==> config.mk <==
export PLATFORM = sky130hd
export DESIGN_NAME = gtt_queue
export DESIGN_NICKNAME = d
export VERILOG_FILES = /design/src/rtl/goertzel_tone_trigger_defines.svh /design/src/rtl/gtt_pkg.sv /design/src/rtl/gtt_queue.sv
export SDC_FILE = /design/constraint.sdc
export NUM_CORES = 1
export LEC_CHECK = 0
export BUFFER_PORTS_ARGS = -buffer_cell sky130_fd_sc_hd__clkbuf_2
export CAP_MARGIN = 10
export CORE_ASPECT_RATIO = 2
export CORE_MARGIN = 4
export CORE_UTILIZATION = 41
export DETAILED_ROUTE_END_ITERATION = 8
export SLEW_MARGIN = 10
export SYNTH_ARGS = -nofsm -noshare
export SYNTH_HDL_FRONTEND = slang
export SYNTH_SLANG_ARGS = --single-unit
==> constraint.sdc <==
create_clock -name clock -period 13.67 [get_ports clock]
set_clock_uncertainty 0.1 [all_clocks]
set_input_delay 1.367 -clock clock [delete_from_list [all_inputs] [get_ports clock]]
set_output_delay 1.367 -clock clock [all_outputs]
set_load 0.05 [all_outputs]
==> src/rtl/goertzel_tone_trigger_defines.svh <==
// Assertion helpers for the tone trigger block
`ifndef GOERTZEL_TONE_TRIGGER_DEFINES_SVH
`define GOERTZEL_TONE_TRIGGER_DEFINES_SVH

// checked only outside reset
`define GTT_CHECK(label, prop, msg) \
   label: assert property (@(posedge clock) disable iff (reset) prop) else $error(msg);

// checked during reset as well
`define GTT_CHECK_RST(label, prop, msg) \
   label: assert property (@(posedge clock) prop) else $error(msg);

`endif

==> src/rtl/gtt_pkg.sv <==
`default_nettype none
package gtt_pkg;
   localparam int RES_BITS           = 48;
   localparam int ENERGY_BITS        = 48;
   localparam int LEN_BITS           = 13;
   localparam int RATIO_BITS         = 13;
   localparam int CSR_ADDR_BITS      = 2;
   localparam int CSR_DATA_BITS      = 32;
   localparam int MUL_BITS           = 112;
   localparam int MB_BITS            = 64;
   localparam int OUT_BITS           = 16;
   localparam int DEF_SAMPLE_BITS    = 16;
   localparam int DEF_MAX_WINDOW     = 4096;
   localparam int DEF_COEF_FRAC_BITS = 16;

   localparam logic [LEN_BITS-1:0]   WLEN_RESET  = 13'd1024;
   localparam logic [RATIO_BITS-1:0] RATIO_RESET = 13'd511;

   typedef enum logic [CSR_ADDR_BITS-1:0] {
      REG_COEF  = 2'd0,
      REG_WLEN  = 2'd1,
      REG_RATIO = 2'd2
   } reg_index_type;

   typedef struct packed {
      logic signed [RES_BITS-1:0] p;
      logic signed [RES_BITS-1:0] q;
      logic [ENERGY_BITS-1:0]     energy;
   } window_type;

   typedef struct packed {
      logic full;
      logic empty;
   } qstat_type;
endpackage
`default_nettype wire

==> src/rtl/gtt_queue.sv <==
`default_nettype none
module gtt_queue (
   input  logic                clock,
   input  logic                reset,
   input  logic                push,
   input  gtt_pkg::window_type push_data,
   input  logic                pop,
   output gtt_pkg::window_type pop_data,
   output gtt_pkg::qstat_type  qstat
);
   import gtt_pkg::*;

   window_type mem_ff [2];
   logic       wr_ff, rd_ff;
   logic [1:0] cnt_ff;

   assign qstat.full  = (cnt_ff == 2'd2);
   assign qstat.empty = (cnt_ff == 2'd0);
   assign pop_data    = mem_ff[rd_ff];

   always_ff @(posedge clock) begin
      if (push) begin
         mem_ff[wr_ff] <= push_data;
      end
   end

   always_ff @(posedge clock) begin
      if (reset) begin
         wr_ff  <= 1'b0;
         rd_ff  <= 1'b0;
         cnt_ff <= 2'd0;
      end else begin
         if (push) wr_ff <= ~wr_ff;
         if (pop) rd_ff <= ~rd_ff;
         if (push && !pop) cnt_ff <= cnt_ff + 2'd1;
         else if (pop && !push) cnt_ff <= cnt_ff - 2'd1;
      end
   end
endmodule
`default_nettype wire

==> results.toml, run 1 <==
[run_status]
status = "finished clean"

[layout]
fin_area_sq_um = 13430
drive_gt1_frac = 0.6013
final_common_cell = "clkbuf_2"
areaGrowthSynthToFinish_pct = 24.02
fin_nets = 930
finalNonFillerCells = 1144
final_cell_mix = "clkbuf_2, edfxtp_1, mux2_2"
utilization = 0.5194

[worst_hold_path]
hold_depth = 2
worstHoldPathType = "reg2reg"
worstHoldEndpoint = "rd_ff"
min-delay-start = "rd_ff"

[routing]
drt_iter0_markers = 238
avgViaCountPerCell = 4.757
first_pass_iters = 4
vias = 5442
drc = 0
ant_nets = 0
wire_per_inst_um = 19.46
routed_wl_mm = 22.26

[synth]
avgSynthCellArea_sq_um = 23.04
yosys_warnings = 0
ys_ff_latch = 293
synthesis.area_sq_um = 10830
synth_mux_area_frac = 0.1705
synthSimpleGateAreaFrac = 0.004043
synthAdderAreaFrac = 0.001155
syn_nets = 619
ys_seq_area_frac = 0.8078
yosysUniqueCellTypes = 16
synth_top_family_by_area = "multiplexers"
synth_compound_area_frac = 0.0009242
synthXorXnorAreaFrac = 0.003235
syn_inst = 470

[worst_setup_path]
r2r_setup_slack_ns = 10.99
reg2reg_to = "mem_ff[0][103]"
reg2reg_depth = 3
cpPeakStageDelay_ns = 0.78
cp-start-kind = "flop"
cp_data_arrival_time_ns = 2.55
slowest_stage = "buf_4"
crit_fanout = 72
worstReg2RegStart = "wr_ff"
path_cells = "buf_4 > mux2_2 > clkbuf_2"
cp.required_ns = 12.20
end_kind = "primary output"
crit_type = "reg2out"

[die]
coreArea_sq_um = 25860
initial_utilization = 0.4188
dieHeight_um = 237.9
io_pins = 294
die_w_um = 122.9
dieArea_sq_um = 29240
rows = 83

[sta]
rsz0062_at_grt = "false"
hold_viol = 0
tightest_slew_ns = 1.141
setup_viol = 0
tns_ns = 0
period_share = 0.2936
fmax_ghz = 0.2492
fin_ws_ns = 9.656
slew_headroom = 0.2393
drv_slew = 0
holdWs_ns = 0.4299
finalCriticalPeriod_ns = 4.014

[placement]
place_inst = 1093
port_buffers = 293
hpwl_mm = 15.69
placed_area_sq_um = 12650
gp_congestion = 0.7551
pre_cts_ws_ns = 9.738

[clocking]
cts_buffers = 26
clk_latency_ns = 0.53
cts_tree = "yes"
htreeDepth = 1
clkSlewWorstSetupHoldPaths_ns = 0.07
clockBufferDepth = 3
cts_num_sinks = 293
root_buffer = "clkbuf_16"
cts_setup_buffers = 0
cts_resized = 0
ctsHoldBuffers = 0

[power]
p_total_mw = 2.106
ir_drop_mv = 0.1307
p_leak_nw = 5.190
powerDensity_nw_per_um2 = 156.8

[global_route]
grt_overflow_total = 0
grt_pass1_vias = 6088
grt_pass1_wl_mm = 33.25
antenna_found_initial = 7
track_usage = 0.1498
grt_max_degree = 85

[job]
cap_violations = 0
-- worst max-delay path, delay by kind of cell, from the launching register on --
kind | cells | cell delay, ns
buffers and inverters | 2 | 1.03
DFF | 1 | 0.45
muxes | 1 | 0.45
-- per-layer routing --
layer  global-route usage  share of wire  up-vias
li1                     -              -     2492
met1               0.1395           0.30     2666
met2               0.2852           0.58      216
met3              0.04435          0.080       62
met4              0.07512          0.044        6
met5                    0         0.0013        -
-- logic make-up (layout without fill, tap and decap cells) --
logic type | count (synthesis) | count (layout)
adder cells (fa/ha/maj) | 1 | 1
AND/OR/NAND/NOR | 9 | 9
flip-flops | 293 | 293
other | 0 | 4
XOR/XNOR | 4 | 4
multiplexers | 144 | 144
buffers and inverters | 17 | 347
AO/OA/AOI/OAI | 2 | 2
-- cell usage after synthesis --
| master | count | area (sq um) |
|---|---|---|
| buf_2 | 8 | 40.04 |
| mux2_4 | 60 | 900.9 |
| edfxtp_1 | 288 | 8648 |
| buf_6 | 8 | 90.09 |
| and2_1 | 1 | 6.260 |
| xor2_1 | 2 | 17.52 |
| nor2b_1 | 2 | 12.51 |
| nor2_1 | 5 | 18.77 |
| mux2_2 | 84 | 945.9 |
| xnor2_1 | 2 | 17.52 |
| o21ai_0 | 1 | 5.000 |
| a21oi_1 | 1 | 5.000 |
| dfxtp_1 | 5 | 100.1 |
| ha_1 | 1 | 12.51 |
| or3_1 | 1 | 6.260 |
| inv_1 | 1 | 3.750 |
-- state kept, by name (all words and copies together) (netlist names), named ones only --
name / cells
cnt_ff: 2
mem_ff: 288
rd_ff: 1
wr_ff: 1
-- area by class of cell --
class / count / area, sq um
repair buffers: 299 / 1511
multi-input cells: 160 / 1958
fillers: 2123 / 12430
clock buffers: 34 / 701.9
inverters: 1 / 3.754
flip-flops and latches: 293 / 8752
clock inverters: 13 / 68.82
diodes: 4 / 10.01
well taps: 340 / 425.4
-- report_power, final --
group,leakage [nW],switching [mW],internal (mW),total [mW]
clock network,0.378,0.306,0.363,0.669
logic,2.07,0.266,0.108,0.375
registers,2.75,0.0137,1.05,1.06
-- how the worst max path moves through the flow --
stage                endpoint  cells after the start  slack [ns]  startpoint
2_1_floorplan    mem_ff[0][0]                      1        5.30        push
3_3_place_gp   mem_ff[0][129]                      4        9.81        push
6_report         pop_data[64]                      3        9.66        flop
5_1_grt          pop_data[70]                      3        9.51        flop
3_5_place_dp   mem_ff[0][102]                      4        9.74        push
4_1_cts          pop_data[74]                      3        9.59        flop
Note: power is estimated with default switching activity, not from simulation.
==> run 2: changes to the inputs <==
- clock period: 13.67 -> 3.8 ns (I/O delays scaled with it)
==> results.toml, run 2 (synthesis results as in run 1) <==
[worst_setup_path]
cp_data_arrival_time_ns = 2.51
crit_type = "reg2out"
path_cells = "buf_12 > mux2_2 > clkbuf_2"
slowest_stage = "dfxtp_4"
end_kind = "primary output"
crit_family = "flip-flops"
cpPeakStageDelay_ns = 0.87
crit_fanout = 56
cp-start-kind = "flop"
worstPathBufferInverterCount = 2
cp.required_ns = 3.32

[routing]
wl_met2_mm = 13.84
drc = 0
top_layer = "met5"
met1_length_mm = 7.668
avgViaCountPerCell = 4.641
vias = 5987
wire_per_inst_um = 18.57
wl_met3_mm = 1.399
ant_nets = 0
drt_iter0_markers = 239
routed_wl_mm = 23.96
first_pass_iters = 4

[placement]
port_buffers = 293
hpwl_mm = 16.30
gp_congestion = 0.7269

[global_route]
antenna_found_initial = 8
grt_pass1_wl_mm = 35.85
grt_max_degree = 71
grt_pass1_vias = 6742
track_usage = 0.1614
grt_overflow_total = 0

[die]
io_pins = 294
initial_utilization = 0.4188
rows = 83
die_w_um = 122.9
coreArea_sq_um = 25860
dieHeight_um = 237.9
dieArea_sq_um = 29240

[clocking]
cts_buffers = 26
root_buffer = "clkbuf_16"
cts_tree = "yes"
clk_latency_ns = 0.52
cts_setup_buffers = 0
clkSlewWorstSetupHoldPaths_ns = 0.06
cts_num_sinks = 293
ctsHoldBuffers = 145
htreeDepth = 1
cts_resized = 0
clockBufferDepth = 3

[sta]
slew_headroom = 0.4627
tightest_slew_ns = 0.8059
drv_slew = 0
hold_viol = 0
finalCriticalPeriod_ns = 2.990
rsz0062_at_grt = "false"
setup_viol = 0
fmax_ghz = 0.3345
period_share = 0.7868
tns_ns = 0

[layout]
final_common_cell = "clkbuf_2"
utilization = 0.5801
fin_nets = 1076
areaGrowthSynthToFinish_pct = 38.49
regMostFlops = "mem_ff"
final_cell_mix = "clkbuf_2, edfxtp_1, dlygate4sd3_1"
drive_gt1_frac = 0.5153
largest_reg_flops = 288
biggestRegsByFlops = "mem_ff x288, cnt_ff x2"

[power]
p_leak_nw = 5.836
powerDensity_nw_per_um2 = 521.6
ir_drop_mv = 0.3595

[run_status]
status = "finished clean"

[job]
cap_violations = 0

[worst_hold_path]
worstHoldPathType = "in2reg"
run 2: routing by layer:
metal  GRT usage  vias up
li1            -     2777
met1      0.1592     2935
met2      0.3116      211
met3     0.03297       58
met4     0.07410        6
met5           0        -
run 2: area by class of cell:
class | count | area [sq um]
fillers | 2000 | 10860
flip-flops and latches | 293 | 8752
repair buffers | 445 | 3020
multi-input cells | 160 | 1958
clock buffers | 28 | 679.4
well taps | 340 | 425.4
clock inverters | 18 | 147.6
diodes | 5 | 12.51
inverters | 1 | 3.754
run 2: worst paths after layout:
| kind | cells after the start | slack (ns) | startpoint | to |
|---|---|---|---|---|
| setup / recovery | 3 | 0.81 | flop | pop_data[12] |
| setup reg to reg | 2 | 1.78 | wr_ff | mem_ff[1][111] |
| hold / removal | 3 | 0.05 | pop | rd_ff |
| hold reg to reg | 2 | 0.41 | cnt_ff[1] | cnt_ff[1] |
run 2: report_power, final:
group	leakage [nW]	internal, mW	total [mW]	switching, mW
Sequential	2.75	3.77	3.84	0.0713
Combinational	2.69	0.494	1.47	0.977
Clock	0.398	1.43	2.51	1.08
Total	5.84	5.69	7.82	2.13
run 2: through the flow:
stage	instances	total power [mW]	worst slack [ns]	cell area [sq um]	hold WS, ns
floorplan	470	4.923	0.7254	10840	0.3491
global placement	1094	5.247	1.382	12710	0.3772
detailed placement	1094	5.274	1.360	12710	0.4079
CTS	1285	7.918	0.7951	14990	0.02336
global route	1290	8.122	0.7099	15000	0.08336
finish	1290	7.824	0.8103	15000	0.05000
run 2: worst register-to-register path: stages (launching register included):
cell     delay [ns]
dfxtp_1        0.41
and2_4         0.57
buf_4          0.55
