### config.mk
export PLATFORM = sky130hd
export DESIGN_NAME = gtt_front
export DESIGN_NICKNAME = d
export VERILOG_FILES = /design/src/rtl/goertzel_tone_trigger_defines.svh /design/src/rtl/gtt_pkg.sv /design/src/rtl/gtt_front.sv
export SDC_FILE = /design/constraint.sdc
export NUM_CORES = 2
export LEC_CHECK = 0
export BUFFER_PORTS_ARGS = -buffer_cell sky130_fd_sc_hd__clkbuf_2
export CORE_MARGIN = 4
export CORE_UTILIZATION = 55
export CTS_CLUSTER_SIZE = 24
export DETAILED_ROUTE_END_ITERATION = 8
export PLACE_DENSITY = 0.71
export SETUP_SLACK_MARGIN = 0.4
export SLEW_MARGIN = 20
export SYNTH_ARGS = -nofsm -noshare
export SYNTH_HDL_FRONTEND = slang
export SYNTH_SLANG_ARGS = --single-unit
### constraint.sdc
create_clock -name clock -period 9.06 [get_ports clock]
set_input_delay 0.453 -clock clock [delete_from_list [all_inputs] [get_ports clock]]
set_output_delay 0.453 -clock clock [all_outputs]
set_load 0.1 [all_outputs]
### src/rtl/goertzel_tone_trigger_defines.svh
// Assertion helpers for the tone trigger block
`ifndef GOERTZEL_TONE_TRIGGER_DEFINES_SVH
`define GOERTZEL_TONE_TRIGGER_DEFINES_SVH

// checked only outside reset
`define GTT_CHECK(label, prop, msg) \
   label: assert property (@(posedge clock) disable iff (reset) prop) else $error(msg);

// checked during reset as well
`define GTT_CHECK_RST(label, prop, msg) \
   label: assert property (@(posedge clock) prop) else $error(msg);

`endif

### src/rtl/gtt_pkg.sv
`default_nettype none
package gtt_pkg;
   localparam int RES_BITS           = 48;
   localparam int ENERGY_BITS        = 48;
   localparam int LEN_BITS           = 13;
   localparam int RATIO_BITS         = 13;
   localparam int CSR_ADDR_BITS      = 2;
   localparam int CSR_DATA_BITS      = 32;
   localparam int MUL_BITS           = 112;
   localparam int MB_BITS            = 64;
   localparam int OUT_BITS           = 16;
   localparam int DEF_SAMPLE_BITS    = 16;
   localparam int DEF_MAX_WINDOW     = 4096;
   localparam int DEF_COEF_FRAC_BITS = 16;

   localparam logic [LEN_BITS-1:0]   WLEN_RESET  = 13'd1024;
   localparam logic [RATIO_BITS-1:0] RATIO_RESET = 13'd511;

   typedef enum logic [CSR_ADDR_BITS-1:0] {
      REG_COEF  = 2'd0,
      REG_WLEN  = 2'd1,
      REG_RATIO = 2'd2
   } reg_index_type;

   typedef struct packed {
      logic signed [RES_BITS-1:0] p;
      logic signed [RES_BITS-1:0] q;
      logic [ENERGY_BITS-1:0]     energy;
   } window_type;

   typedef struct packed {
      logic full;
      logic empty;
   } qstat_type;
endpackage
`default_nettype wire

### src/rtl/gtt_front.sv
`default_nettype none
module gtt_front #(
   parameter int SAMPLE_BITS    = gtt_pkg::DEF_SAMPLE_BITS,
   parameter int COEF_FRAC_BITS = gtt_pkg::DEF_COEF_FRAC_BITS
) (
   input  logic                                  clock,
   input  logic                                  reset,
   input  logic                                  req_valid,
   output logic                                  req_stall,
   input  logic signed [SAMPLE_BITS-1:0]         req_sample,
   input  logic signed [COEF_FRAC_BITS+1:0]      coef,
   input  logic [gtt_pkg::LEN_BITS-1:0]          win_n,
   input  gtt_pkg::qstat_type                    qstat,
   output logic                                  q_push,
   output gtt_pkg::window_type                   q_data
);
   import gtt_pkg::*;

   localparam int CW       = COEF_FRAC_BITS + 2;
   localparam int LOW_BITS = RES_BITS / 2;
   localparam int PW       = CW + RES_BITS + 1;
   localparam int TW       = PW - COEF_FRAC_BITS;
   localparam int SW       = TW + 2;
   localparam int LOW_PW   = CW + LOW_BITS + 1;
   localparam int HI_PW    = CW + RES_BITS - LOW_BITS;
   localparam logic signed [SW-1:0] SMAX = SW'({(RES_BITS-1){1'b1}});
   localparam logic signed [SW-1:0] SMIN = ~SMAX;

   typedef enum logic [1:0] {F_IDLE, F_HI, F_UPD} fstate_type;

   fstate_type                           state_ff;
   logic signed [SAMPLE_BITS-1:0]        x_ff;
   logic signed [2*SAMPLE_BITS-1:0]      xx_ff;
   logic signed [CW+LOW_BITS:0]          lo_ff;
   logic signed [CW+RES_BITS-LOW_BITS-1:0] hi_ff;
   logic signed [RES_BITS-1:0]           prev_ff, prev2_ff;
   logic [ENERGY_BITS-1:0]               energy_ff;
   logic [LEN_BITS-1:0]                  cnt_ff;

   logic signed [PW-1:0]        full_c, rnd_c, shr_c;
   logic signed [TW-1:0]        t_c;
   logic signed [SW-1:0]        s0w_c;
   logic signed [RES_BITS-1:0]  s0_c;
   logic [ENERGY_BITS:0]        esum_c;
   logic [ENERGY_BITS-1:0]      e_c;
   logic [LEN_BITS-1:0]         cnt_in;
   logic                        end_c;

   always_comb begin
      full_c = (PW'(hi_ff) <<< LOW_BITS) + PW'(lo_ff);
      rnd_c  = full_c + (PW'(1) <<< (COEF_FRAC_BITS - 1));
      shr_c  = rnd_c >>> COEF_FRAC_BITS;
      t_c    = $signed(shr_c[TW-1:0]);
      s0w_c  = SW'(x_ff) + SW'(t_c) - SW'(prev2_ff);
      if (s0w_c > SMAX) s0_c = {1'b0, {(RES_BITS-1){1'b1}}};
      else if (s0w_c < SMIN) s0_c = {1'b1, {(RES_BITS-1){1'b0}}};
      else s0_c = s0w_c[RES_BITS-1:0];
      esum_c = (ENERGY_BITS+1)'(energy_ff) + (ENERGY_BITS+1)'($unsigned(xx_ff));
      e_c    = esum_c[ENERGY_BITS] ? '1 : esum_c[ENERGY_BITS-1:0];
      cnt_in = cnt_ff + 1'b1;
      end_c  = (cnt_in >= win_n);
   end

   assign req_stall     = (state_ff != F_IDLE);
   assign q_push        = (state_ff == F_UPD) && end_c && !qstat.full;
   assign q_data.p      = s0_c;
   assign q_data.q      = prev_ff;
   assign q_data.energy = e_c;

   always_ff @(posedge clock) begin
      if (reset) begin
         state_ff  <= F_IDLE;
         prev_ff   <= '0;
         prev2_ff  <= '0;
         energy_ff <= '0;
         cnt_ff    <= '0;
      end else begin
         unique case (state_ff)
            F_IDLE: begin
               if (req_valid) begin
                  x_ff     <= req_sample;
                  xx_ff    <= (2*SAMPLE_BITS)'(req_sample) * (2*SAMPLE_BITS)'(req_sample);
                  lo_ff    <= LOW_PW'(coef) *
                              LOW_PW'($signed({1'b0, prev_ff[LOW_BITS-1:0]}));
                  state_ff <= F_HI;
               end
            end
            F_HI: begin
               hi_ff    <= HI_PW'(coef) * HI_PW'($signed(prev_ff[RES_BITS-1:LOW_BITS]));
               state_ff <= F_UPD;
            end
            F_UPD: begin
               // hold the finished window until the queue has room
               if (!(end_c && qstat.full)) begin
                  if (end_c) begin
                     prev_ff   <= '0;
                     prev2_ff  <= '0;
                     energy_ff <= '0;
                     cnt_ff    <= '0;
                  end else begin
                     prev_ff   <= s0_c;
                     prev2_ff  <= prev_ff;
                     energy_ff <= e_c;
                     cnt_ff    <= cnt_in;
                  end
                  state_ff <= F_IDLE;
               end
            end
            default: state_ff <= F_IDLE;
         endcase
      end
   end
endmodule
`default_nettype wire

==> metrics.yaml <==
outcome:
  run_status: "complete, no violations"
timing:
  tightestPinTransition_ns: 1.20
  max_slew_margin_pct: 20.0
  clock.fmax_ghz: 0.120
  fin_tns_setup_ns: 0
  finalClockSkew_ns: 0.0287
  rsz0062_at_grt: "no"
  timing.final.setup_violations: 0
  final_max_slew_viol_count: 0
  worst_hold_slack_ns: 0.148
  final.min_clock_period_ns: 8.30
  worst_slack_ns: 0.756
  post-route-period-util_pct: 91.7
  finalHoldViolCount: 0
cells_and_area:
  highest_count_cells_in_the_layout_ignoring_fill_and_taps: "sky130_fd_sc_hd__inv_1 (1250), sky130_fd_sc_hd__fa_1 (1067), sky130_fd_sc_hd__nand2_1 (894)"
  antenna_cells: 0
  finalNetCount: 7888
  layout.cells.most_common: "sky130_fd_sc_hd__inv_1"
  area_growth_syn_to_layout_pct: 6.57
  finalNonFillerCells: 7678
  layout-drive-gt1-share_pct: 6.55
drt:
  routed_wirelength_mm: 147
  drtIter0Drc: 2896
  via_per_inst: 5.60
  detail_route.first_pass.iterations: 6
  route.detailed.wl_per_inst_um: 19.1
  num_vias: 43000
  drcViolationCount: 0
  final_antenna_net_count: 0
global_routing:
  antenna_found_initial: 1
  globalRouteOverflowTotal: 0
  vias_in_the_first_global_route: 45400
  grt_pass1_wl_mm: 242
  maximum_number_of_pins_on_one_net_before_global_route_repair: 85
  global_route.usage.total_pct: 28.2
clock_tree:
  clock_sinks: 275
  clk-insertion-delay-late_ns: 0.60
  buffer_cell_driving_the_clock_tree_root: "sky130_fd_sc_hd__clkbuf_16"
  clk_transition_reported_paths_ns: 0.06
  tritoncts: "built"
  hold_buffers: 0
  htree_levels: 1
  cts_buffer_depth: 3
  cts_inserted_buffers: 31
placed_design:
  place.detailed.hpwl_mm: 115
  numPlacedInstances: 7610
  gp_congestion: 0.939
  io_buffers: 196
  place_ws_ns: 0.767
critical_path:
  launching_point_of_the_worst_reg2reg_path: "prev_ff[14]$_SDFFE_PP0P_"
  cpMaxStageDelayCell: "sky130_fd_sc_hd__xor2_4"
  cpMostUsedCell: "sky130_fd_sc_hd__a21o_1"
  r2r.worst_path.cells: 22
  timing_worst_setup_path_type: "flop to output pin"
  timing.critical_path.from: "lo_ff[28]$_DFFE_PP_"
  worstPathRequired_ns: 8.61
  peak_per_stage_delay_on_the_critical_path_ns: 0.62
  critPathBufInv: 3
  cp.arrival_ns: 7.85
  critical_path.endpoint_type: "output pin"
  worstPathMaxFanout: 9
  worstSetupPathDepth: 27
  timing.critical_path.from_type: "flop"
  critical_path_s_top_delay_family: "compound AO/OA/AOI/OAI gates"
yosys:
  synth_area_leaders: "sky130_fd_sc_hd__fa_1 (38%), sky130_fd_sc_hd__ha_1 (11%), sky130_fd_sc_hd__inv_1 (8.4%), sky130_fd_sc_hd__edfxtp_1 (6.2%), sky130_fd_sc_hd__nand2_1 (6.0%)"
  synth-seq-area-share_pct: 11.9
  synth_top_area_share_pct: 38.2
  postSynthNetCount: 7858
  yosys_warnings: 0
  cells_after_synthesis: 6267
  mappedNetlistArea_um2: 55900
  synth_top_cell_by_area: "sky130_fd_sc_hd__fa_1"
  synth_enable_flop_cells: 116
  dominantRegCellSynth: "sky130_fd_sc_hd__dfxtp_1"
  ys_async_sr_fraction_pct: 0
  yosys.cell_types.count: 86
  syn_avg_cell_area_um2: 8.91
  ys_seq_elements: 275
flow_run:
  max_cap_violations: 0
die:
  io_pins: 198
  floorplan.die.width_um: 327
  die-height_um: 327
  rows: 116
  core_area_um2: 100000
  floorplan.initialDensity_pct: 55.6
  die_area_um2: 107000
worst_hold_path:
  timing.hold.worst_path_depth: 2
  hp-start: "req_valid"
  worst_min_delay_path_category: "primary input to flop"
metal layers:
metal  vias up  track usage [%]  share of wire [%]
met5         -                0                  0
met4         0             8.48                3.4
met3       264             4.42                7.7
met2      1553             47.2                 48
met1     21700             38.0                 41
li1      19500                -                  -
layout make-up:
class | instances | area, um^2
Clock inverter | 22 | 360
Sequential cell | 275 | 6670
Tap cell | 1357 | 1700
Fill cell | 8832 | 40900
Clock buffer | 35 | 791
Multi-Input combinational cell | 4433 | 43400
Inverter | 1253 | 4710
Timing Repair Buffer | 303 | 1860
flip-flops by register name (all words and copies together), names as in the netlist:
| register | cells |
|---|---|
| hi_ff | 42 |
| xx_ff | 30 |
| cnt_ff | 13 |
| energy_ff | 48 |
| prev_ff | 48 |
| state_ff | 2 |
| lo_ff | 28 |
| prev2_ff | 48 |
| x_ff | 16 |
stage by stage:
step / utilization, % / instance area (um^2)
after floorplan: - / 55900
final: 59.3 / 59500
after detailed placement: 57.9 / 58100
after CTS: 59.1 / 59400
after global routing: 59.3 / 59500
after global placement: 57.9 / 58100
worst paths after layout:
kind,slack [ns],endpoint
max,0.76,q_data[114]
min,0.15,state_ff[0]$_SDFFE_PP0P_
max reg2reg,1.38,lo_ff[41]$_DFFE_PP_
min reg2reg,0.47,prev2_ff[6]$_SDFFE_PP0P_
synthesized netlist by cell type, drive strengths merged (50+ instances only):
cell type  count
fa          1067
edfxtp       116
dfxtp        159
o21ai        175
and2         308
a21o         110
xor2          82
inv         1252
nand2b        75
nor2         197
clkbuf       280
xnor2        152
a21oi        269
and3          50
ha           472
nand3        132
nand2        894
worst register-to-register path: stages (launching register included):
cell,delay [ns]
sky130_fd_sc_hd__dfxtp_1,1.11
sky130_fd_sc_hd__nand2_1,0.21
sky130_fd_sc_hd__fa_1,0.58
sky130_fd_sc_hd__inv_1,0.05
sky130_fd_sc_hd__fa_1,0.48
sky130_fd_sc_hd__inv_1,0.05
sky130_fd_sc_hd__fa_1,0.48
sky130_fd_sc_hd__fa_1,0.47
sky130_fd_sc_hd__fa_1,0.51
sky130_fd_sc_hd__inv_1,0.05
sky130_fd_sc_hd__fa_1,0.51
sky130_fd_sc_hd__ha_1,0.37
sky130_fd_sc_hd__a21o_1,0.18
sky130_fd_sc_hd__a21o_1,0.18
sky130_fd_sc_hd__a21o_1,0.20
sky130_fd_sc_hd__a41o_1,0.24
sky130_fd_sc_hd__a211o_1,0.36
sky130_fd_sc_hd__a31o_2,0.30
sky130_fd_sc_hd__o2111ai_1,0.26
sky130_fd_sc_hd__a21oi_1,0.17
sky130_fd_sc_hd__o31a_1,0.32
sky130_fd_sc_hd__nor2_1,0.13
sky130_fd_sc_hd__xnor2_1,0.23
timing repair:
item	in CTS	in global routing
gates resized for setup	4	80
setup buffers	8	0
gates cloned	2	0
pin swaps	1	0
endpoints found under the setup margin	47	47
hold endpoints to repair	0	0
cell families (layout without fill, tap and decap cells):
logic type | after synthesis | after routing | share of synthesized area, %
and+or+nand+nor | 1818 | 1818 | 15.2
buffers and inverters | 1561 | 1613 | 10.6
adders and majority gates | 1539 | 1539 | 48.8
AOI/OAI and AO/OA | 837 | 839 | 9.71
DFF | 275 | 275 | 11.9
xor gates and xnor gates | 234 | 234 | 3.67
muxes | 3 | 3 | 0.0560
Power is not shown: default switching activity piles up to over one toggle a cycle in this logic, so the estimate is an artifact.
