$ cat config.mk
export PLATFORM = sky130hd
export DESIGN_NAME = gtt_back
export DESIGN_NICKNAME = d
export VERILOG_FILES = /design/src/rtl/goertzel_tone_trigger_defines.svh /design/src/rtl/gtt_pkg.sv /design/src/rtl/gtt_back.sv
export SDC_FILE = /design/constraint.sdc
export NUM_CORES = 2
export LEC_CHECK = 0
export ABC_CLOCK_PERIOD_IN_PS = 16270
export BUFFER_PORTS_ARGS = -buffer_cell sky130_fd_sc_hd__buf_4
export CAP_MARGIN = 20
export CORE_AREA = 2 2 454 456
export CTS_CLUSTER_SIZE = 14
export DETAILED_ROUTE_END_ITERATION = 16
export DIE_AREA = 0 0 456 458
export PLACE_DENSITY = 0.62
export SLEW_MARGIN = 20
export SYNTH_ARGS = -nofsm -noshare
export SYNTH_HDL_FRONTEND = slang
export SYNTH_SLANG_ARGS = --single-unit
$ cat constraint.sdc
create_clock -name clock -period 16.27 [get_ports clock]
set_input_delay 0 -clock clock [delete_from_list [all_inputs] [get_ports clock]]
set_output_delay 0 -clock clock [all_outputs]
set_load 0.02 [all_outputs]
$ cat src/rtl/goertzel_tone_trigger_defines.svh
// Assertion helpers for the tone trigger block
`ifndef GOERTZEL_TONE_TRIGGER_DEFINES_SVH
`define GOERTZEL_TONE_TRIGGER_DEFINES_SVH

// checked only outside reset
`define GTT_CHECK(label, prop, msg) \
   label: assert property (@(posedge clock) disable iff (reset) prop) else $error(msg);

// checked during reset as well
`define GTT_CHECK_RST(label, prop, msg) \
   label: assert property (@(posedge clock) prop) else $error(msg);

`endif

$ cat src/rtl/gtt_pkg.sv
`default_nettype none
package gtt_pkg;
   localparam int RES_BITS           = 48;
   localparam int ENERGY_BITS        = 48;
   localparam int LEN_BITS           = 13;
   localparam int RATIO_BITS         = 13;
   localparam int CSR_ADDR_BITS      = 2;
   localparam int CSR_DATA_BITS      = 32;
   localparam int MUL_BITS           = 112;
   localparam int MB_BITS            = 64;
   localparam int OUT_BITS           = 16;
   localparam int DEF_SAMPLE_BITS    = 16;
   localparam int DEF_MAX_WINDOW     = 4096;
   localparam int DEF_COEF_FRAC_BITS = 16;

   localparam logic [LEN_BITS-1:0]   WLEN_RESET  = 13'd1024;
   localparam logic [RATIO_BITS-1:0] RATIO_RESET = 13'd511;

   typedef enum logic [CSR_ADDR_BITS-1:0] {
      REG_COEF  = 2'd0,
      REG_WLEN  = 2'd1,
      REG_RATIO = 2'd2
   } reg_index_type;

   typedef struct packed {
      logic signed [RES_BITS-1:0] p;
      logic signed [RES_BITS-1:0] q;
      logic [ENERGY_BITS-1:0]     energy;
   } window_type;

   typedef struct packed {
      logic full;
      logic empty;
   } qstat_type;
endpackage
`default_nettype wire

$ cat src/rtl/gtt_back.sv
`default_nettype none
module gtt_back #(
   parameter int COEF_FRAC_BITS = gtt_pkg::DEF_COEF_FRAC_BITS
) (
   input  logic                                clock,
   input  logic                                reset,
   input  gtt_pkg::qstat_type                  qstat,
   input  gtt_pkg::window_type                 q_data,
   output logic                                q_pop,
   input  logic signed [COEF_FRAC_BITS+1:0]    coef,
   input  logic [gtt_pkg::LEN_BITS-1:0]        win_n,
   input  logic [gtt_pkg::RATIO_BITS-1:0]      ratio,
   output logic                                rsp_valid,
   input  logic                                rsp_stall,
   output logic [gtt_pkg::OUT_BITS-1:0]        rsp_tone_rms,
   output logic [gtt_pkg::OUT_BITS-1:0]        rsp_signal_rms,
   output logic                                rsp_triggered
);
   import gtt_pkg::*;

   localparam int CW = COEF_FRAC_BITS + 2;
   localparam int PW = CW + RES_BITS + 1;
   localparam int TW = PW - COEF_FRAC_BITS;

   typedef enum logic [3:0] {
      B_IDLE, B_T, B_PP, B_QQ, B_PT, B_MAG, B_RHS, B_LHS,
      B_SQT, B_DVT, B_DVS, B_SQS, B_OUT
   } bstate_type;

   bstate_type              state_ff;
   window_type              win_ff;
   logic [MUL_BITS-1:0]     ma_ff, acc_ff, sqs_ff, tm_ff, rhs_ff;
   logic [MB_BITS-1:0]      mb_ff;
   logic signed [TW-1:0]    t_ff;
   logic                    trig_ff, big_ff;
   logic [MB_BITS-1:0]      rad_ff, dnum_ff;
   logic [33:0]             rem_ff;
   logic [31:0]             root_ff;
   logic [LEN_BITS-1:0]     drem_ff;
   logic [5:0]              cnt_ff;
   logic [OUT_BITS-1:0]     tone_ff, sig_ff;
   logic                    rsp_valid_ff;
   logic [OUT_BITS-1:0]     rsp_tone_ff, rsp_sig_ff;
   logic                    rsp_trig_ff;

   function automatic logic [RES_BITS-1:0] mag48(input logic signed [RES_BITS-1:0] v);
      return v[RES_BITS-1] ? RES_BITS'(-v) : RES_BITS'(v);
   endfunction

   logic [CW-1:0]         cmag_c;
   logic [TW-1:0]         tmag_c;
   logic                  mul_done;
   logic [MUL_BITS-1:0]   acc_step;
   logic signed [PW-1:0]  prod_c, rnd_c, shr_c;
   logic [MUL_BITS-1:0]   mag_c;
   logic [33:0]           srem_n, strial;
   logic [33:0]           srem_nxt;
   logic [31:0]           sroot_nxt;
   logic [LEN_BITS:0]     drem_n;
   logic [LEN_BITS-1:0]   drem_nxt;
   logic [MB_BITS-1:0]    dnum_nxt;

   always_comb begin
      cmag_c   = coef[CW-1] ? CW'(-coef) : CW'(coef);
      tmag_c   = t_ff[TW-1] ? TW'(-t_ff) : TW'(t_ff);
      mul_done = (mb_ff == '0);
      acc_step = acc_ff + (mb_ff[0] ? ma_ff : '0);
      // signed coef*q, rounded to nearest
      prod_c = (coef[CW-1] ^ win_ff.q[RES_BITS-1]) ? -$signed(acc_ff[PW-1:0])
                                                   : $signed(acc_ff[PW-1:0]);
      rnd_c  = prod_c + (PW'(1) <<< (COEF_FRAC_BITS - 1));
      shr_c  = rnd_c >>> COEF_FRAC_BITS;
      // clamp a negative magnitude to zero
      if (win_ff.p[RES_BITS-1] != t_ff[TW-1]) mag_c = sqs_ff + acc_ff;
      else if (sqs_ff < acc_ff) mag_c = '0;
      else mag_c = sqs_ff - acc_ff;
      // one root digit per cycle
      srem_n = {rem_ff[31:0], rad_ff[MB_BITS-1:MB_BITS-2]};
      strial = {root_ff, 2'b01};
      if (srem_n >= strial) begin
         srem_nxt  = srem_n - strial;
         sroot_nxt = {root_ff[30:0], 1'b1};
      end else begin
         srem_nxt  = srem_n;
         sroot_nxt = {root_ff[30:0], 1'b0};
      end
      // one quotient bit per cycle
      drem_n = {drem_ff, dnum_ff[MB_BITS-1]};
      if (drem_n >= (LEN_BITS+1)'(win_n)) begin
         drem_nxt = LEN_BITS'(drem_n - (LEN_BITS+1)'(win_n));
         dnum_nxt = {dnum_ff[MB_BITS-2:0], 1'b1};
      end else begin
         drem_nxt = drem_n[LEN_BITS-1:0];
         dnum_nxt = {dnum_ff[MB_BITS-2:0], 1'b0};
      end
   end

   assign q_pop          = (state_ff == B_IDLE) && !qstat.empty;
   assign rsp_valid      = rsp_valid_ff;
   assign rsp_tone_rms   = rsp_tone_ff;
   assign rsp_signal_rms = rsp_sig_ff;
   assign rsp_triggered  = rsp_trig_ff;

   always_ff @(posedge clock) begin
      if (reset) begin
         state_ff     <= B_IDLE;
         rsp_valid_ff <= 1'b0;
      end else begin
         if (rsp_valid_ff && !rsp_stall && state_ff != B_OUT) rsp_valid_ff <= 1'b0;
         if (!mul_done) begin
            acc_ff <= acc_step;
            ma_ff  <= ma_ff << 1;
            mb_ff  <= mb_ff >> 1;
         end
         unique case (state_ff)
            B_IDLE: begin
               if (!qstat.empty) begin
                  win_ff   <= q_data;
                  ma_ff    <= MUL_BITS'(cmag_c);
                  mb_ff    <= MB_BITS'(mag48(q_data.q));
                  acc_ff   <= '0;
                  state_ff <= B_T;
               end
            end
            B_T: begin
               if (mul_done) begin
                  t_ff     <= $signed(shr_c[TW-1:0]);
                  ma_ff    <= MUL_BITS'(mag48(win_ff.p));
                  mb_ff    <= MB_BITS'(mag48(win_ff.p));
                  acc_ff   <= '0;
                  state_ff <= B_PP;
               end
            end
            B_PP: begin
               if (mul_done) begin
                  sqs_ff   <= acc_ff;
                  ma_ff    <= MUL_BITS'(mag48(win_ff.q));
                  mb_ff    <= MB_BITS'(mag48(win_ff.q));
                  acc_ff   <= '0;
                  state_ff <= B_QQ;
               end
            end
            B_QQ: begin
               if (mul_done) begin
                  sqs_ff   <= sqs_ff + acc_ff;
                  ma_ff    <= MUL_BITS'(mag48(win_ff.p));
                  mb_ff    <= MB_BITS'(tmag_c);
                  acc_ff   <= '0;
                  state_ff <= B_PT;
               end
            end
            B_PT: begin
               if (mul_done) begin
                  tm_ff    <= mag_c << 1;
                  state_ff <= B_MAG;
               end
            end
            B_MAG: begin
               ma_ff    <= tm_ff;
               mb_ff    <= MB_BITS'(ratio);
               acc_ff   <= '0;
               state_ff <= B_RHS;
            end
            B_RHS: begin
               if (mul_done) begin
                  rhs_ff   <= acc_ff;
                  ma_ff    <= MUL_BITS'(win_ff.energy);
                  mb_ff    <= MB_BITS'({win_n, 8'd0});
                  acc_ff   <= '0;
                  state_ff <= B_LHS;
               end
            end
            B_LHS: begin
               if (mul_done) begin
                  trig_ff  <= (acc_ff < rhs_ff);
                  big_ff   <= |tm_ff[MUL_BITS-1:MB_BITS];
                  rad_ff   <= tm_ff[MB_BITS-1:0];
                  rem_ff   <= '0;
                  root_ff  <= '0;
                  cnt_ff   <= '0;
                  state_ff <= B_SQT;
               end
            end
            B_SQT: begin
               rad_ff  <= rad_ff << 2;
               rem_ff  <= srem_nxt;
               root_ff <= sroot_nxt;
               if (cnt_ff == 6'd31) begin
                  dnum_ff  <= MB_BITS'(sroot_nxt);
                  drem_ff  <= '0;
                  cnt_ff   <= '0;
                  state_ff <= B_DVT;
               end else begin
                  cnt_ff <= cnt_ff + 1'b1;
               end
            end
            B_DVT: begin
               if (cnt_ff == 6'd63) begin
                  tone_ff <= (big_ff || (dnum_nxt[MB_BITS-1:OUT_BITS] != '0))
                             ? '1 : dnum_nxt[OUT_BITS-1:0];
                  dnum_ff  <= MB_BITS'(win_ff.energy);
                  drem_ff  <= '0;
                  cnt_ff   <= '0;
                  state_ff <= B_DVS;
               end else begin
                  dnum_ff <= dnum_nxt;
                  drem_ff <= drem_nxt;
                  cnt_ff  <= cnt_ff + 1'b1;
               end
            end
            B_DVS: begin
               dnum_ff <= dnum_nxt;
               drem_ff <= drem_nxt;
               if (cnt_ff == 6'd63) begin
                  rad_ff   <= dnum_nxt;
                  rem_ff   <= '0;
                  root_ff  <= '0;
                  cnt_ff   <= '0;
                  state_ff <= B_SQS;
               end else begin
                  cnt_ff <= cnt_ff + 1'b1;
               end
            end
            B_SQS: begin
               rad_ff  <= rad_ff << 2;
               rem_ff  <= srem_nxt;
               root_ff <= sroot_nxt;
               cnt_ff  <= cnt_ff + 1'b1;
               if (cnt_ff == 6'd31) begin
                  sig_ff   <= (sroot_nxt[31:OUT_BITS] != '0) ? '1 : sroot_nxt[OUT_BITS-1:0];
                  state_ff <= B_OUT;
               end
            end
            B_OUT: begin
               if (!rsp_valid_ff || !rsp_stall) begin
                  rsp_valid_ff <= 1'b1;
                  rsp_tone_ff  <= tone_ff;
                  rsp_sig_ff   <= sig_ff;
                  rsp_trig_ff  <= trig_ff;
                  state_ff     <= B_IDLE;
               end
            end
            default: state_ff <= B_IDLE;
         endcase
      end
   end
endmodule
`default_nettype wire

==> results.md <==
- Most used cell, CP: o21ai_0
- Ports: 228
- CTS tree: built
- Chip height: 458 microns
- Detailed placement HPWL: 235700 microns
- CP arrival: 6.96 ns
- Synth Area in Compound Gates: 0.2340
- Clk Latency, worst-skew pair: 0.82 ns
- Critical path class: register to register
- Yosys Warn Count: 0
- CTS buffer count: 138
- Via count: 75062
- Pleak: 35.69 nW
- Share of synthesized registers carrying an async set or reset: 0
- Clock skew: 0.05270 ns
- Detailed Routing Iterations Pass 1: 10
- Min-delay worst type: primary input to register
- Ranking of synthesized cells by area: edfxtp_1, ha_1, a21oi_1
- GRT Total Usage: 0.2959
- Critical Path Stages: 18
- Tmin final: 6.444 ns
- # setup viols final: 0
- Via/cell ratio: 6.217
- Syn Area/Cell: 9.042 sq um
- Antenna viol nets, final: 0
- Routability congestion estimate: 0.9953
- Post-Route WL: 320500 microns
- Register area: 33020 sq um
- Share of the synthesized area in the top cell type: 0.4055
- Xor and xnor area share after synthesis: 0.06108
- Fillers: 19245
- Mapped Nets: 9672
- Max-slew violation count: 0
- Setup TNS: 0 ns
- Clk sinks: 1101
- RSZ-0062 raised after global routing: no
- CP delay by family, top: compound AO/OA/AOI/OAI gates
- Grt ovf: 0
- Num rows: 166
- Cell taking the most area after synthesis: edfxtp_1
- DRT iter0 DRCs: 10075
- Post-Synth Adder-Cell Area: 0.07816
- Mux contribution to synthesized area: 0.01318
- Synth Flop Type: edfxtp_1
- Vias in the first global route: 71342
- Simple-Gate Fraction of Synth Area: 0.1547
- Critical Path Fanout Max: 46
- Worst endpoint required time: 16.79 ns
- Synth unique cells: 108
- Largest family of logic cells by synthesized area: compound AO/OA/AOI/OAI gates
- Sequential share of the synthesized area: 0.4067
- Ratio of cells with drive above 1 in the final layout: 0.08057
- Clk buf depth: 3
- Largest net degree at the start of global routing: 147
- Reg2Reg Depth: 18
- Hold Path Depth: 4
- Bufs and invs on worst path: 1
- Multi-input gate area: 44250 sq um
- Die area: 208800 sq um
- EDFF count, synth: 1096
- CP peak stage delay: 0.89 ns
- Syn Inst Count: 8976
- Maximum VDD drop: 0.1246 mV
- Max_cap viols: 0
- Final period utilization: 0.3961
- First-pass GRT wire length: 471200 microns
- Initial antenna violation count: 16
- Die X: 456 microns
- Mapped cell area: 81160 sq um
- Startpoint Class: register
- Residual DRC: 0
- CTS root buffer: clkbuf_16
- Final Util: 0.4593
- Worst-Margin Slew: 1.157 ns
- Fmax: 0.1552 GHz
- Starting density of the core: 0.3983
- Setup crit end kind: register
- CTS H-tree lvls: 4
- #FFs+latches synth: 1101
- Slew HR: 0.2232
- CP max-delay cell: a2111oi_2
- Crit path cell chain: buf_4, and2_1, ha_1, fa_1, a211oi_1, o21ai_0, a31oi_1, nor3b_1, o21a_1, o211a_1, o21ai_0, a2111oi_2, o2111ai_1, nand2_1, nand2_1, o31ai_1, xnor2_1, o21ai_0
- Clock-pin slew on the worst setup and hold paths: 0.07 ns
- Total Nets Final: 9971
- Core footprint: 203800 sq um
- Outcome: completed
- Synth-to-layout area growth: 15.31%
- Final Hold Violating Endpoints: 0
- PwrDens: 165.6 nW/um^2
- Wire per inst: 26.54 microns
- Port Buffers: 226
sequential cells by signal (all words and copies together), names as in the netlist, 111 cells and up:
register  count
sqs_ff      112
acc_ff      112
win_ff      144
ma_ff       112
tm_ff       111
rhs_ff      112
kinds of logic (layout without fill, tap and decap cells):
logic type               Yosys count  count (layout)
AO/OA/AOI/OAI                   3008            3008
flip-flops                      1101            1101
adder cells (fa/ha/maj)          505             505
AND/OR/NAND/NOR                 2578            2578
other                              1               4
multiplexers                      99              99
buffers and inverters           1118            1525
XOR/XNOR                         566             566
Yosys cell counts, types with 39 or more instances:
master and n:
a211oi_1 80, nor4_1 139, ha_1 499, o21a_1 39
buf_1 63, o31ai_1 108, edfxtp_1 1096, nor2b_1 65
nand2b_1 99, a222oi_1 98, inv_1 566, nand4_1 148
nand3_1 136, xor2_1 207, a221oi_1 61, clkbuf_1 464
nor3_1 121, mux2_2 63, a21o_1 157, xnor2_1 359
o21ai_0 746, o41ai_1 43, a31oi_1 52, and2_1 164
o22ai_1 119, a21oi_1 971, nand2_1 763, o21bai_1 126
nor2_1 648, or3_1 131
worst paths after layout:
| kind | start | to | slack [ns] |
|---|---|---|---|
| min | rsp_stall | rsp_valid | 0.17 |
| max | mb_ff[0] | acc_ff[106] | 9.83 |
| max reg2reg | mb_ff[0] | acc_ff[106] | 9.83 |
| min reg2reg | sig_ff[9] | rsp_signal_rms[9] | 0.42 |
power by group:
group          internal [W]  switching [W]  leakage [nW]  total (W)
Sequential          0.00378       0.000657          10.4    0.00444
Clock               0.00182        0.00136          2.20    0.00317
Combinational       0.00272        0.00516          23.1    0.00788
Total               0.00832        0.00718          35.7     0.0155
placed cells by master, fill, tap and decap left out, types with 37 or more instances in the layout:
master,synthesis,routed
o21a_1,39,38
buf_4,1,337
mux2_2,63,63
o22ai_1,119,119
nand2b_1,99,97
nand2_1,763,758
or3_1,131,131
dlygate4sd3_1,0,358
nand4_1,148,148
nor2_1,648,639
xnor2_1,359,357
a21o_1,157,157
clkbuf_16,0,142
nor4_1,139,134
a222oi_1,98,98
nand3_1,136,135
a221oi_1,61,60
xor2_1,207,205
nor3_1,121,119
nor2b_1,65,64
inv_1,566,564
o41ai_1,43,42
o21bai_1,126,126
and2_1,164,164
and3_1,37,37
a211oi_1,80,79
a31oi_1,52,52
a21oi_1,971,965
edfxtp_1,1096,1096
o21ai_0,746,746
o31ai_1,108,108
ha_1,499,499
routing by layer:
metal,vias to the layer above,wire length [microns],share of wire,GRT usage
met2,3904,143200,0.45,0.4658
met1,36553,132900,0.41,0.4025
met4,0,15230,0.048,0.1257
met3,636,29210,0.091,0.04746
li1,33969,-,-,-
met5,-,0,0,0
final cells by class:
cell class	instances	share of cell area
inverter	576	0.02318
timing repair buffer	701	0.06654
clock buffer	160	0.03869
sequential	1101	0.3528
multi-input combinational	6757	0.4728
clock inverter	88	0.01003
antenna	3	0.00008021
tap	2688	0.03593
stage by stage:
stage,cells,worst slack [ns],power [W],hold WS (ns),instance area [sq um]
6_report,12074,9.826,0.01550,0.1736,93590
3_5_place_dp,11462,9.847,0.01201,0.1793,85360
4_1_cts,12068,9.817,0.01532,0.09213,93500
3_3_place_gp,11462,9.681,0.01196,0.1801,85360
5_1_grt,12071,9.519,0.01633,0.1455,93580
2_1_floorplan,8976,2.923,0.009386,0.09887,81170
worst min-delay path: cells and delay by family:
| kind | cells | cell delay, ns |
|---|---|---|
| simple gates | 1 | 0.13 |
| buf+inv | 2 | 0.64 |
| compound gates | 1 | 0.18 |
what timing repair did:
item                      CTS  global route
hold endpoints to repair  381             0
resized for setup           0             0
setup buffers               0             0
hold buffers              358             0
(Power assumes the default switching activity.)
